File: config.mk
export PLATFORM = sky130hd
export DESIGN_NAME = crdg_csr
export DESIGN_NICKNAME = d
export VERILOG_FILES = /design/src/sv/crdg_pkg.sv /design/src/sv/crdg_csr.sv
export SDC_FILE = /design/constraint.sdc
export NUM_CORES = 1
export LEC_CHECK = 0
export BUFFER_PORTS_ARGS = -buffer_cell sky130_fd_sc_hd__buf_2
export CORE_ASPECT_RATIO = 0.75
export CORE_MARGIN = 2
export CORE_UTILIZATION = 26
export DETAILED_ROUTE_END_ITERATION = 6
export SLEW_MARGIN = 20
export SYNTH_ARGS = -nofsm -noshare
export SYNTH_HDL_FRONTEND = slang
export SYNTH_SLANG_ARGS = --single-unit
File: constraint.sdc
create_clock -name clock -period 2.3 [get_ports clock]
set_clock_uncertainty 0.1 [all_clocks]
set_input_delay 0.115 -clock clock [delete_from_list [all_inputs] [get_ports clock]]
set_output_delay 0.115 -clock clock [all_outputs]
set_load 0.005 [all_outputs]
File: src/sv/crdg_pkg.sv
// camera ray direction generator: shared types and constants
// used by every module of the block, no dependencies
`timescale 1ns / 1ps

package crdg_pkg;

   localparam int SCREEN_COLS_DEF = 1024;
   localparam int SCREEN_ROWS_DEF = 768;

   // magnitude width after the common right shift, and derived widths
   localparam int MAG_W  = 31;
   localparam int SUM_W  = 64;
   localparam int NORM_W = 32;
   localparam int QUO_W  = 15;
   localparam int SQRT_STAGES = NORM_W;

   // register indexes (byte address / 4)
   localparam logic [2:0] REG_SIN_YAW    = 3'd0;
   localparam logic [2:0] REG_COS_YAW    = 3'd1;
   localparam logic [2:0] REG_SIN_PITCH  = 3'd2;
   localparam logic [2:0] REG_COS_PITCH  = 3'd3;
   localparam logic [2:0] REG_VIEW_DEPTH = 3'd4;

   localparam logic [15:0] SIN_RESET   = 16'h0000;
   localparam logic [15:0] COS_RESET   = 16'h4000;
   localparam logic [15:0] DEPTH_RESET = 16'h1000;

   typedef struct packed {
      logic [15:0] sin_yaw;
      logic [15:0] cos_yaw;
      logic [15:0] sin_pitch;
      logic [15:0] cos_pitch;
      logic [15:0] view_depth;
   } cfg_type;

   // per-lane magnitudes and signs of the rotated vector
   typedef struct packed {
      logic [2:0]            neg;
      logic [2:0][MAG_W-1:0] mag;
   } vec_type;

endpackage

File: src/sv/crdg_csr.sv
// camera ray direction generator: configuration registers on an apb-style port
// depends on crdg_pkg
`timescale 1ns / 1ps

module crdg_csr (
   input  logic                clock,
   input  logic                reset,
   input  logic                psel,
   input  logic                penable,
   input  logic                pwrite,
   input  logic [4:0]          paddr,
   input  logic [31:0]         pwdata,
   output logic [31:0]         prdata,
   output logic                pready,
   output crdg_pkg::cfg_type   cfg
);

   crdg_pkg::cfg_type cfg_ff;
   logic              wr_en;

   assign pready = 1'b1;
   assign wr_en  = psel && penable && pwrite;
   assign cfg    = cfg_ff;

   always_ff @(posedge clock) begin
      if (reset) begin
         cfg_ff.sin_yaw    <= crdg_pkg::SIN_RESET;
         cfg_ff.cos_yaw    <= crdg_pkg::COS_RESET;
         cfg_ff.sin_pitch  <= crdg_pkg::SIN_RESET;
         cfg_ff.cos_pitch  <= crdg_pkg::COS_RESET;
         cfg_ff.view_depth <= crdg_pkg::DEPTH_RESET;
      end else if (wr_en) begin
         case (paddr[4:2])
            crdg_pkg::REG_SIN_YAW:    cfg_ff.sin_yaw    <= pwdata[15:0];
            crdg_pkg::REG_COS_YAW:    cfg_ff.cos_yaw    <= pwdata[15:0];
            crdg_pkg::REG_SIN_PITCH:  cfg_ff.sin_pitch  <= pwdata[15:0];
            crdg_pkg::REG_COS_PITCH:  cfg_ff.cos_pitch  <= pwdata[15:0];
            crdg_pkg::REG_VIEW_DEPTH: cfg_ff.view_depth <= pwdata[15:0];
            default: ;
         endcase
      end
   end

   always_comb begin
      case (paddr[4:2])
         crdg_pkg::REG_SIN_YAW:    prdata = {16'h0000, cfg_ff.sin_yaw};
         crdg_pkg::REG_COS_YAW:    prdata = {16'h0000, cfg_ff.cos_yaw};
         crdg_pkg::REG_SIN_PITCH:  prdata = {16'h0000, cfg_ff.sin_pitch};
         crdg_pkg::REG_COS_PITCH:  prdata = {16'h0000, cfg_ff.cos_pitch};
         crdg_pkg::REG_VIEW_DEPTH: prdata = {16'h0000, cfg_ff.view_depth};
         default:                  prdata = 32'h0000_0000;
      endcase
   end

endmodule

# Word-level counts from Yosys, hierarchy flattened
# Index checks and enable logic that the tools add are counted.
word_totals:
  regBits: 80
  out_inout_bits: 113
op_classes:
  n_eq_ne: 4
  mux: 1
  reduce_logical: 8
ops:
  columns: ["op", "n"]
  rows:
  - ["one-hot mux 16 bit (5 select lines)", 1]
  - ["AND reduction 2 bit", 5]
  - ["== test 3 x 2 -> 1 bit, second input constant", 2]
  - ["== test 3 x 1 -> 1 bit, second input constant", 1]
  - ["== test 3 bit, second input constant", 1]
  - ["logical NOT 3 bit", 1]
  - ["logical AND 1 bit", 2]

# Depth between registers and ports, before layout
# Gate-level depths: netlist of run 1.
depth:
  depth_word: 3
  mapped_depth: 6
  depth_no_buf: 3

# Least setup slack after synthesis of run 1
# Ideal clock, no wire load.
synth_timing:
  path_type: "in2reg"
  from: "input paddr[3]"
  to: "register cfg_ff, in the netlist cfg[37]"
  setup_time_ns: 0.122
  arrival_time_ns: 1.059
  path_slack_ns: 1.018
  path_stages: 6
  n_path_buf: 3
  cell_sequence: "buf_4 > inv_2 > or3_4 > buf_6 > buf_6 > mux2i_1"
synth_via:
  elab_chain_cells: 2
synth_lines:
  columns: ["item", "line", "rtl"]
  rows:
  - ["from (decl)", "crdg_csr.sv:11", "input logic [4:0] paddr,"]
  - ["== test 3 x 2 -> 1 bit", "crdg_csr.sv:33", "case (paddr[4:2])"]
  - ["AND reduction 2 bit (no line)", null, null]
  - ["to (decl)", "crdg_csr.sv:18", "crdg_pkg::cfg_type cfg_ff;"]
# Every way passes these cells.
# A chain may end at the register's enable or synchronous reset.

# Final worst setup path of run 1
layout_timing:
  from: "input paddr[2]"
  to: "output prdata[15]"
layout_via:
  elab_chain_cells: 2
layout_lines:
  columns: ["item", "line", "rtl"]
  rows:
  - ["== test 3 bit, or another cell as far along", "crdg_csr.sv:45", "case (paddr[4:2])"]
  - ["one-hot mux 16 bit (5 select lines) *", "crdg_csr.sv:45", null]
  - ["to (decl)", "crdg_csr.sv:13", "output logic [31:0] prdata,"]
# Every way passes the cells marked *; elsewhere a longest branch is shown, timed or not.

==> results of run 1 <==
-- path summary, 6_finish.rpt --
| path | endpoint | slack (ps) | cells past startpoint |
|---|---|---|---|
| max | prdata[15] | 570 | 6 |
| min reg2reg | cfg[61]$_SDFFE_PP0P_ | 390 | 2 |
| min | cfg[74]$_SDFFE_PP0P_ | 50 | 3 |
| max reg2reg | cfg[15]$_SDFFE_PP0P_ | 1540 | 2 |
-- layout make-up --
type,instances,area (µm²)
clock buffer,12,246
clock inverter,4,53.8
fill,1514,9620
inverter,1,3.75
multi-input combinational,274,2110
sequential,80,1600
tap,200,250
timing repair buffer,136,766
-- metrics by stage --
step / std cells / instance area [µm²] / hold slack (ps) / setup slack (ps)
2_1_floorplan: 401 / 3990 / 176 / 1020
5_1_grt: 707 / 5030 / 68.1 / 509
3_3_place_gp: 689 / 4710 / 290 / 434
4_1_cts: 707 / 5030 / 44.5 / 557
3_5_place_dp: 689 / 4710 / 300 / 390
6_report: 707 / 5030 / 49.3 / 570
-- cells by family after synthesis --
logic type      after synthesis
compound gates               48
buf+inv                      47
flops                        80
mux                          96
other cells                   2
simple gates                113
-- metal layers --
layer / global-route usage / up-vias / share of wire
met2: 0.245 / 145 / 0.46
met5: 0 / - / 0
met3: 0.0397 / 14 / 0.064
met1: 0.197 / 1580 / 0.47
met4: 0.0466 / 0 / 0.012
li1: - / 1551 / -
-- worst register-to-register path, stage by stage (launching register included) --
cell and delay [ps]:
sky130_fd_sc_hd__dfxtp_1 370, sky130_fd_sc_hd__nand2b_1 70, sky130_fd_sc_hd__mux2i_1 140
-- placed cells by master (no fill, tap or decap), drive strengths merged --
master,netlist,layout
a31oi,1,1
inv,1,1
nand3,3,3
nor3,1,1
conb,2,17
dlygate4sd3,0,2
nor2b,2,2
a22oi,30,30
and4b,1,1
nand2b,93,93
or3,1,1
buf,32,134
o22ai,16,16
nor2,6,6
a21oi,1,1
and3b,1,1
nand2,1,1
mux2i,80,80
clkinv,0,1
bufinv,0,1
dfxtp,80,80
mux2,16,16
and3,3,3
clkinvlp,0,2
nand4b,1,1
clkbuf,14,12
-- power groups by stage --
stage | combinational (µW) | sequential (µW) | clock (µW)
after global placement | 231 | 1430 | 0
after floorplan | 156 | 1430 | 0
final | 237 | 1400 | 1450
after CTS | 238 | 1400 | 1500
after detailed placement | 234 | 1430 | 0
after global routing | 255 | 1400 | 1550
==> results.txt, run 1 <==
----------------------------------------------------
[Run status]
  Run status ... completed

[STA]
  Max Fclk ... 578 MHz
  Final worst path period share ... 0.752
  TNS Setup ... 0 ps
  Final critical delay including setup and external delays ... 1730 ps
  Final Max Tran Viols ... 0
  Slew @ Worst Pin ... 597 ps
  Unrepaired setup endpoints after global routing ... no
  Relative slew slack ... 0.601
  Setup-failing EPs final ... 0
  Final hold violations ... 0

[Power and ir drop]
  Worst-case vdd ir drop ... 0.000308 V
  Net switching power ... 723 µW
  Sequential cell fraction of total power ... 0.454
  LEAKAGE ... 0.00253 µW
  Internal power ... 2370 µW
  Clock network power share ... 0.469
  Power share of the combinational group ... 0.077
  Power per standard cell area ... 614 mW/mm²
  Switching part of the total power ... 0.234
  Overall power ... 3090 µW

[Global route]
  Via count of the first global-routing pass ... 3,252
  Total overflow reported by the global router ... 0
  Initial antenna violation count ... 0
  Wire length of the first global-routing pass ... 18.7 mm
  GRT Util Overall ... 0.151
  Largest net degree at the start of global routing ... 99

[Synthesis]
  Top post-synthesis cells by count ... sky130_fd_sc_hd__nand2b_1, sky130_fd_sc_hd__dfxtp_1, sky130_fd_sc_hd__mux2i_1
  Dominant cell type by area after synthesis ... sky130_fd_sc_hd__dfxtp_1
  Count of flip-flops with a built-in enable after synthesis ... 0
  Number of distinct library cell variants in the gate-level netlist after synthesis ... 27
  Parity-gate share of the synthesized area counting xor and xnor cells ... 0
  Number of storage elements in the synthesis netlist ... 80
  Most instantiated flip-flop cell in the synthesis netlist ... sky130_fd_sc_hd__dfxtp_1
  Largest cells by area after synthesis ... sky130_fd_sc_hd__dfxtp_1, sky130_fd_sc_hd__mux2i_1, sky130_fd_sc_hd__nand2b_1
  Post-Syn Area ... 0.00393 mm²
  Synth Area in Compound Gates ... 0.0856
  Share of the synthesized area in the top cell type ... 0.407
  Mapped Avg Cell Area ... 10.2 µm²
  Synth warnings ... 0
  Share of the yosys chip area belonging to registers ... 0.407
  Proportion of register bits with asynchronous set or reset after synthesis ... 0
  Adder and majority gate portion of the synthesized area ... 0
  Post-Syn Instances ... 386
  Area fraction in and, or, nand and nor cells after synthesis ... 0.183
  Most repeated cell in the gate-level netlist after synthesis ... sky130_fd_sc_hd__nand2b_1
  Post-synthesis mux area share ... 0.249
  Combinational family with the most area after synthesis ... multiplexers

[Layout]
  Area growth from synthesis to final layout ... 27.9%
  Final net count ... 544
  Number of inserted diodes ... 0
  Layout cell share with drive strength beyond 1 ... 0.339
  Flip-flop count of the largest register after layout ... 80
  Post-layout util ... 0.343

[Clock network]
  Clock tree from TritonCTS ... built
  Clock buffer count from CTS ... 9
  Buffer count from post-CTS setup fixing ... 0
  Number of hold-repair buffers added at the cts stage ... 2
  H-tree level count ... 3
  Clock-pin slew on the worst setup and hold paths ... 60 ps
  Number of buffers between clock root and the deepest sink ... 2
  Cells resized by post-CTS repair ... 0
  Clock latency reported for the late side of the worst-skew pair ... 320 ps
  Library cell used as clock root buffer ... sky130_fd_sc_hd__clkbuf_16
  Total clock sinks ... 80

[Critical path]
  Source of the worst register-to-register timing path ... cfg[15]$_SDFFE_PP0P_
  Startpoint type of the worst setup path ... input pin
  Signal arrival time at the worst endpoint ... 1520 ps
  Slowest-stage cell, CP ... sky130_fd_sc_hd__mux2_2
  Critical path type ... in -> out
  Critical path launch point ... paddr[2]
  Buf/Inv on CP ... 3
  Kind of end point of the critical path ... output port
  Most frequent cell on the critical path ... sky130_fd_sc_hd__buf_2
  Delay-heaviest family, CP ... buffers and inverters
  Chain of cells forming the critical path ... buf_2 > buf_4 > mux2_2 > a22oi_1 > o22ai_1 > buf_2
  Biggest cell delay along the critical path ... 350 ps
  Critical path fanouts, max ... 16
  CP Data Required Time ... 2090 ps

[Min path]
  Worst hold path class ... in -> reg
  Origin of the worst min-delay path ... pwdata[10]

[Placement]
  PortBufs ... 119
  Final estimated routing congestion in global placement ... 0.778
  Detailed placement HPWL ... 8.51 mm

[Route]
  Iteration-0 DRC Markers ... 136
  Routed via count ... 3,290
  Antenna Nets Post-Route ... 0
  Ratio of routed vias to standard cells ... 4.65
  Routed length per placed instance ... 17.6 µm
  First drt pass iteration count ... 5
  Post-detailed-route DRC marker count ... 0
  Total Wirelength ... 12.5 mm

[Floorplanning]
  Initial standard-cell utilization of the core ... 0.269
  I/O pins ... 155
  Area of the core ... 0.0146 mm²
  Row count ... 38
  Die X-Extent ... 146 µm
  Die Outline Area ... 0.0161 mm²
  Vertical die dimension ... 111 µm

[Run]
  Number of maximum-capacitance violations ... 0

----------------------------------------------------
Power figures use the tool's default switching activity.
==> run 2: changes to the inputs <==
- clock period: 2.3 -> 1.7 ns (I/O delays scaled with it)
==> results.txt, run 2 (synthesized netlist as in run 1, its figures left out) <==
----------------------------------------------------
[Floorplanning]
  Vertical die dimension ... 111 µm (unchanged)
  I/O pins ... 155 (unchanged)
  Row count ... 38 (unchanged)
  Area of the core ... 0.0146 mm² (unchanged)
  Initial standard-cell utilization of the core ... 0.269 (unchanged)
  Die X-Extent ... 146 µm (unchanged)
  Die Outline Area ... 0.0161 mm² (unchanged)

[Route]
  Post-detailed-route DRC marker count ... 0 (unchanged)
  Detail Route met3 WL ... 926 µm (was 804 µm)
  Ratio of routed vias to standard cells ... 4.67 (was 4.65)
  Routed length per placed instance ... 17.2 µm (was 17.6 µm)
  Routed met1 length ... 5.42 mm (was 5.81 mm)
  Routed via count ... 3,313 (was 3,290)
  Antenna Nets Post-Route ... 0 (unchanged)
  Iteration-0 DRC Markers ... 129 (was 136)
  Total Wirelength ... 12.2 mm (was 12.5 mm)
  First drt pass iteration count ... 4 (was 5)
  Wire length on met2 ... 5.62 mm (was 5.70 mm)
  Top Metal Used ... met4 (unchanged)

[Clock network]
  Clock buffer count from CTS ... 9 (unchanged)
  Total clock sinks ... 80 (unchanged)
  Library cell used as clock root buffer ... sky130_fd_sc_hd__clkbuf_16 (unchanged)
  H-tree level count ... 3 (unchanged)
  Clock-pin slew on the worst setup and hold paths ... 60 ps (about the same)
  Number of hold-repair buffers added at the cts stage ... 2 (unchanged)
  Buffer count from post-CTS setup fixing ... 0 (unchanged)
  Clock latency reported for the late side of the worst-skew pair ... 330 ps (was 320 ps)
  Cells resized by post-CTS repair ... 0 (unchanged)
  Number of buffers between clock root and the deepest sink ... 2 (unchanged)
  Clock tree from TritonCTS ... built (unchanged)

[Power and ir drop]
  LEAKAGE ... 0.00255 µW (was 0.00253 µW)
  Overall power ... 4120 µW (was 3090 µW)
  Power per standard cell area ... 819 mW/mm² (was 614 mW/mm²)
  Worst-case vdd ir drop ... 0.000439 V (was 0.000308 V)

[Layout]
  Flip-flop count of the largest register after layout ... 80 (unchanged)
  Final net count ... 547 (was 544)
  Area growth from synthesis to final layout ... 27.8% (was 27.9%)
  Final Instance Count excl. Fillers ... 709 (was 707)
  Number of inserted diodes ... 0 (unchanged)
  Sequential cell area ... 0.00160 mm² (unchanged)
  Area of the multi-input gates ... 0.00211 mm² (unchanged)
  Most frequent cells in the layout ... sky130_fd_sc_hd__buf_2, sky130_fd_sc_hd__nand2b_1, sky130_fd_sc_hd__mux2i_1, sky130_fd_sc_hd__dfxtp_1, sky130_fd_sc_hd__a22oi_1 (unchanged)
  Layout cell share with drive strength beyond 1 ... 0.344 (was 0.339)
  Commonest non-fill, non-tap cell in the layout ... sky130_fd_sc_hd__buf_2 (unchanged)
  Fillcell total ... 1,550 (was 1,514)

[Global route]
  Via count of the first global-routing pass ... 3,384 (was 3,252)
  Largest net degree at the start of global routing ... 99 (unchanged)
  Total overflow reported by the global router ... 0 (unchanged)
  GRT Util Overall ... 0.150 (was 0.151)
  Wire length of the first global-routing pass ... 18.8 mm (was 18.7 mm)
  Initial antenna violation count ... 0 (unchanged)

[Critical path]
  Slowest-stage cell, CP ... sky130_fd_sc_hd__dfxtp_1 (was sky130_fd_sc_hd__mux2_2)
  Critical path fanouts, max ... 3 (was 16)
  Kind of end point of the critical path ... output port (unchanged)
  Buf/Inv on CP ... 1 (was 3)
  Signal arrival time at the worst endpoint ... 1360 ps (was 1520 ps)
  Chain of cells forming the critical path ... mux2_2 > a22oi_1 > o22ai_1 > buf_2 (was buf_2 > buf_4 > mux2_2 > a22oi_1 > o22ai_1 > buf_2)
  Delay-heaviest family, CP ... flip-flops (was buffers and inverters)
  Critical path type ... reg -> out (was in -> out)
  Startpoint type of the worst setup path ... flop (was input pin)
  Biggest cell delay along the critical path ... 320 ps (was 350 ps)
  CP Data Required Time ... 1510 ps (was 2090 ps)

[STA]
  Final worst path period share ... 0.908
  TNS Setup ... 0 ps (unchanged)
  Relative slew slack ... 0.623 (was 0.601)
  Slew @ Worst Pin ... 563 ps (was 597 ps)
  Final hold violations ... 0 (unchanged)
  Final critical delay including setup and external delays ... 1540 ps
  Unrepaired setup endpoints after global routing ... no (unchanged)
  Setup-failing EPs final ... 0 (unchanged)
  Max Fclk ... 648 MHz
  Final Max Tran Viols ... 0 (unchanged)

[Min path]
  Worst hold path class ... in -> reg (unchanged)

[Run]
  Number of maximum-capacitance violations ... 0 (unchanged)

[Run status]
  Run status ... completed (unchanged)

[Placement]
  PortBufs ... 119 (unchanged)
  Final estimated routing congestion in global placement ... 0.778 (about the same)
  DP Cell Count ... 692 (was 689)
  Detailed placement HPWL ... 8.40 mm (was 8.51 mm)

----------------------------------------------------
-- run 2: changes by cell type in the layout (fill, tap and decap cells not counted), sizes merged --
cell      before  now
clkbuf        12   11
buf          134  137
clkinvlp       2    0
clkinv         1    3
-- run 2: metrics by stage --
step,util,area (µm²),hold slack (ps),setup WS [ps]
3_3_place_gp,0.322,4720,253,202
4_1_cts,0.343,5030,9.91,134
2_1_floorplan,-,3990,146,448
6_report,0.343,5030,14.4,157
5_1_grt,0.343,5030,33.7,67.5
3_5_place_dp,0.322,4720,268,191
-- run 2: cell type report --
type,count,area share
clock inverter,4,0.00896
clock buffer,11,0.0483
inverter,1,0.000747
timing repair buffer,139,0.154
tap,200,0.0498
sequential,80,0.319
multi-input combinational,274,0.419
-- run 2: worst paths after layout --
check,from,endpoint,slack [ps],cells past startpoint
worst max-delay path,cfg[31]$_SDFFE_PP0P_,prdata[15],160,4
worst min-delay path,pwdata[10],cfg[74]$_SDFFE_PP0P_,10,3
worst max register to register,cfg[40]$_SDFFE_PP0P_,cfg[40]$_SDFFE_PP0P_,920,2
worst min register to register,cfg[37]$_SDFFE_PP0P_,cfg[37]$_SDFFE_PP0P_,390,2
-- run 2: worst register-to-register path, delay by kind of cell (launching register included) --
kind             cells  cell delay [ps]
flip-flops           1              360
AND/OR/NAND/NOR      1               70
multiplexers         1              160
-- run 2: power breakdown --
| group | switching, µW | leakage [µW] | total [µW] | internal, µW |
|---|---|---|---|---|
| Clock | 737 | 0.000145 | 1900 | 1160 |
| Combinational | 184 | 0.00176 | 319 | 135 |
| Sequential | 11.2 | 0.000645 | 1900 | 1890 |
-- run 2: layer usage --
| layer | track usage | up-vias |
|---|---|---|
| met5 | 0 | - |
| met4 | 0.0485 | 0 |
| met3 | 0.0508 | 19 |
| met2 | 0.244 | 127 |
| met1 | 0.188 | 1613 |
| li1 | - | 1554 |
==> run 3: changes to the inputs <==
- BUFFER_PORTS_ARGS: -buffer_cell sky130_fd_sc_hd__buf_2 -> default
- DONT_BUFFER_PORTS: default -> 1
==> results.txt, run 3 (synthesized netlist as in run 1, its figures left out) <==
----------------------------------------------------
[STA]
  Final worst path period share ... 0.956 (was 0.908)
  Setup-failing EPs final ... 0 (unchanged)
  Final critical delay including setup and external delays ... 1630 ps (was 1540 ps)
  Unrepaired setup endpoints after global routing ... no (unchanged)
  TNS Setup ... 0 ps (unchanged)
  Max Fclk ... 615 MHz (was 648 MHz)
  Final Max Tran Viols ... 0 (unchanged)
  Final hold violations ... 0 (unchanged)

[Run]
  Number of maximum-capacitance violations ... 0 (unchanged)

[Critical path]
  Reg-to-Reg End ... cfg[55]$_SDFFE_PP0P_ (was cfg[40]$_SDFFE_PP0P_)
  Critical path fanouts, max ... 35 (was 3)
  Number of stages on the worst setup path ... 5 (was 4)
  Most frequent cell on the critical path ... sky130_fd_sc_hd__dlygate4sd3_1
  Delay-heaviest family, CP ... buffers and inverters (was flip-flops)
  Worst reg2reg setup slack ... 360 ps (was 920 ps)
  Critical path launch point ... paddr[3] (was cfg[31]$_SDFFE_PP0P_)
  Timing endpoint of the critical path ... cfg[25]$_SDFFE_PP0P_ (was prdata[15])
  Slowest-stage cell, CP ... sky130_fd_sc_hd__dlygate4sd3_1 (was sky130_fd_sc_hd__dfxtp_1)
  Buf/Inv on CP ... 3 (was 1)
  Critical path type ... in -> reg (was reg -> out)
  Number of cells on the worst reg-to-reg path ... 3 (was 2)
  Signal arrival time at the worst endpoint ... 1740 ps (was 1360 ps)
  Chain of cells forming the critical path ... dlygate4sd3_1 > nand3_2 > dlygate4sd3_1 > buf_4 > mux2i_1 (was mux2_2 > a22oi_1 > o22ai_1 > buf_2)
  Biggest cell delay along the critical path ... 640 ps (was 320 ps)
  Kind of end point of the critical path ... flop (was output port)
  Startpoint type of the worst setup path ... input pin (was flop)
  Source of the worst register-to-register timing path ... cfg[55]$_SDFFE_PP0P_ (was cfg[40]$_SDFFE_PP0P_)
  CP Data Required Time ... 1810 ps (was 1510 ps)

[Clock network]
  Cells resized by post-CTS repair ... 0 (unchanged)
  Clock-pin slew on the worst setup and hold paths ... 60 ps (about the same)
  H-tree level count ... 3 (unchanged)
  Buffer count from post-CTS setup fixing ... 0 (unchanged)
  Clock latency reported for the late side of the worst-skew pair ... 340 ps (was 330 ps)
  Total clock sinks ... 80 (unchanged)
  Clock tree from TritonCTS ... built (unchanged)
  Number of buffers between clock root and the deepest sink ... 2 (unchanged)
  Library cell used as clock root buffer ... sky130_fd_sc_hd__clkbuf_16 (unchanged)
  Clock buffer count from CTS ... 9 (unchanged)

[Global route]
  Initial antenna violation count ... 1 (was 0)
  GRT Util Overall ... 0.154 (was 0.150)
  Largest net degree at the start of global routing ... 94 (was 99)
  Via count of the first global-routing pass ... 3,105 (was 3,384)
  Wire length of the first global-routing pass ... 18.8 mm (about the same)
  Total overflow reported by the global router ... 0 (unchanged)

[Min path]
  Cell depth of the worst hold path ... 2 (was 3)
  Origin of the worst min-delay path ... reset (was pwdata[10])
  Worst hold path class ... in -> reg (unchanged)

[Floorplanning]
  I/O pins ... 155 (unchanged)
  Vertical die dimension ... 111 µm (unchanged)
  Die X-Extent ... 146 µm (unchanged)
  Die Outline Area ... 0.0161 mm² (unchanged)
  Initial standard-cell utilization of the core ... 0.269 (unchanged)
  Area of the core ... 0.0146 mm² (unchanged)
  Row count ... 38 (unchanged)

[Route]
  Post-detailed-route DRC marker count ... 0 (unchanged)
  Routed via count ... 3,018 (was 3,313)
  First drt pass iteration count ... 4 (unchanged)
  Antenna Nets Post-Route ... 0 (unchanged)
  Routed length per placed instance ... 20.5 µm (was 17.2 µm)
  Iteration-0 DRC Markers ... 122 (was 129)
  Total Wirelength ... 12.6 mm (was 12.2 mm)
  Ratio of routed vias to standard cells ... 4.92 (was 4.67)

[Layout]
  Area of the multi-input gates ... 0.00211 mm² (unchanged)
  Final net count ... 450 (was 547)
  Sequential cell area ... 0.00160 mm² (unchanged)
  Final Instance Count excl. Fillers ... 613 (was 709)
  Number of inserted diodes ... 0 (unchanged)
  Most frequent cells in the layout ... sky130_fd_sc_hd__nand2b_1, sky130_fd_sc_hd__mux2i_1, sky130_fd_sc_hd__dfxtp_1 (was sky130_fd_sc_hd__buf_2, sky130_fd_sc_hd__nand2b_1, sky130_fd_sc_hd__mux2i_1, sky130_fd_sc_hd__dfxtp_1, sky130_fd_sc_hd__a22oi_1)
  Layout cell share with drive strength beyond 1 ... 0.138 (was 0.344)
  Commonest non-fill, non-tap cell in the layout ... sky130_fd_sc_hd__nand2b_1 (was sky130_fd_sc_hd__buf_2)
  Fillcell total ... 1,515 (was 1,550)
  Flip-flop count of the largest register after layout ... 80 (unchanged)
  Area growth from synthesis to final layout ... 19.0% (was 27.8%)

[Placement]
  Detailed placement HPWL ... 8.00 mm (was 8.40 mm)
  Final estimated routing congestion in global placement ... 0.769 (was 0.778)
  PortBufs ... 0 (was 119)
  DP Cell Count ... 571 (was 692)

[Power and ir drop]
  LEAKAGE ... 0.00204 µW (was 0.00255 µW)
  Worst-case vdd ir drop ... 0.000421 V (was 0.000439 V)
  Power per standard cell area ... 908 mW/mm² (was 819 mW/mm²)

[Run status]
  Run status ... completed (unchanged)

----------------------------------------------------
[run 3: cell count changes in the layout (fill, tap and decap cells not counted), sizes merged]
| cell | delta |
|---|---|
| clkbuf | -2 |
| dlygate4sd3 | +23 |
| bufinv | +1 |
| buf | -120 |
| clkinvlp | +1 |
| inv | +1 |
[run 3: final cells by class]
class / count / share of cell area
clock inverters: 7 / 0.0203
well taps: 200 / 0.0535
repair buffers: 42 / 0.0850
inverters: 1 / 0.000802
clock buffers: 9 / 0.0481
multi-input cells: 274 / 0.450
flip-flops and latches: 80 / 0.342
[run 3: worst min-delay path by stage]
stage                      endpoint  slack (ps)
4_1_cts        cfg[47]$_SDFFE_PP0P_         0.9
3_3_place_gp              prdata[0]         130
3_5_place_dp              prdata[1]         130
5_1_grt        cfg[79]$_SDFFE_PP0P_          30
2_1_floorplan  cfg[12]$_SDFFE_PP1P_         150
6_report       cfg[15]$_SDFFE_PP0P_           5
[run 3: timing repair]
| item | 4_1_cts | 5_1_grt |
|---|---|---|
| endpoints found under the setup margin | 0 | 0 |
| endpoints found under the hold margin | 80 | 0 |
| hold buffers | 26 | 0 |
[run 3: power breakdown]
part           switching (µW)  internal, µW
registers                15.4          1890
clock network             794          1290
logic                     139           128
[run 3: per-stage QoR]
step	setup WS, ps	area [µm²]	utilization	hold WS (ps)	power, µW
after floorplan	448	3990	-	146	2150
after global placement	405	4080	0.279	135	2130
after detailed placement	395	4080	0.279	133	2130
after CTS	95.2	4680	0.320	0.913	4320
after global routing	44.3	4680	0.320	25.1	4400
final	74.7	4680	0.320	5.01	4250
[run 3: metal layers]
metal  global-route usage  up-vias  wire, µm
met4               0.0615        0       379
met2                0.236      158      5560
met1                0.188     1456      5320
li1                     -     1364         -
met5                    0        -         0
met3               0.0719       40      1310
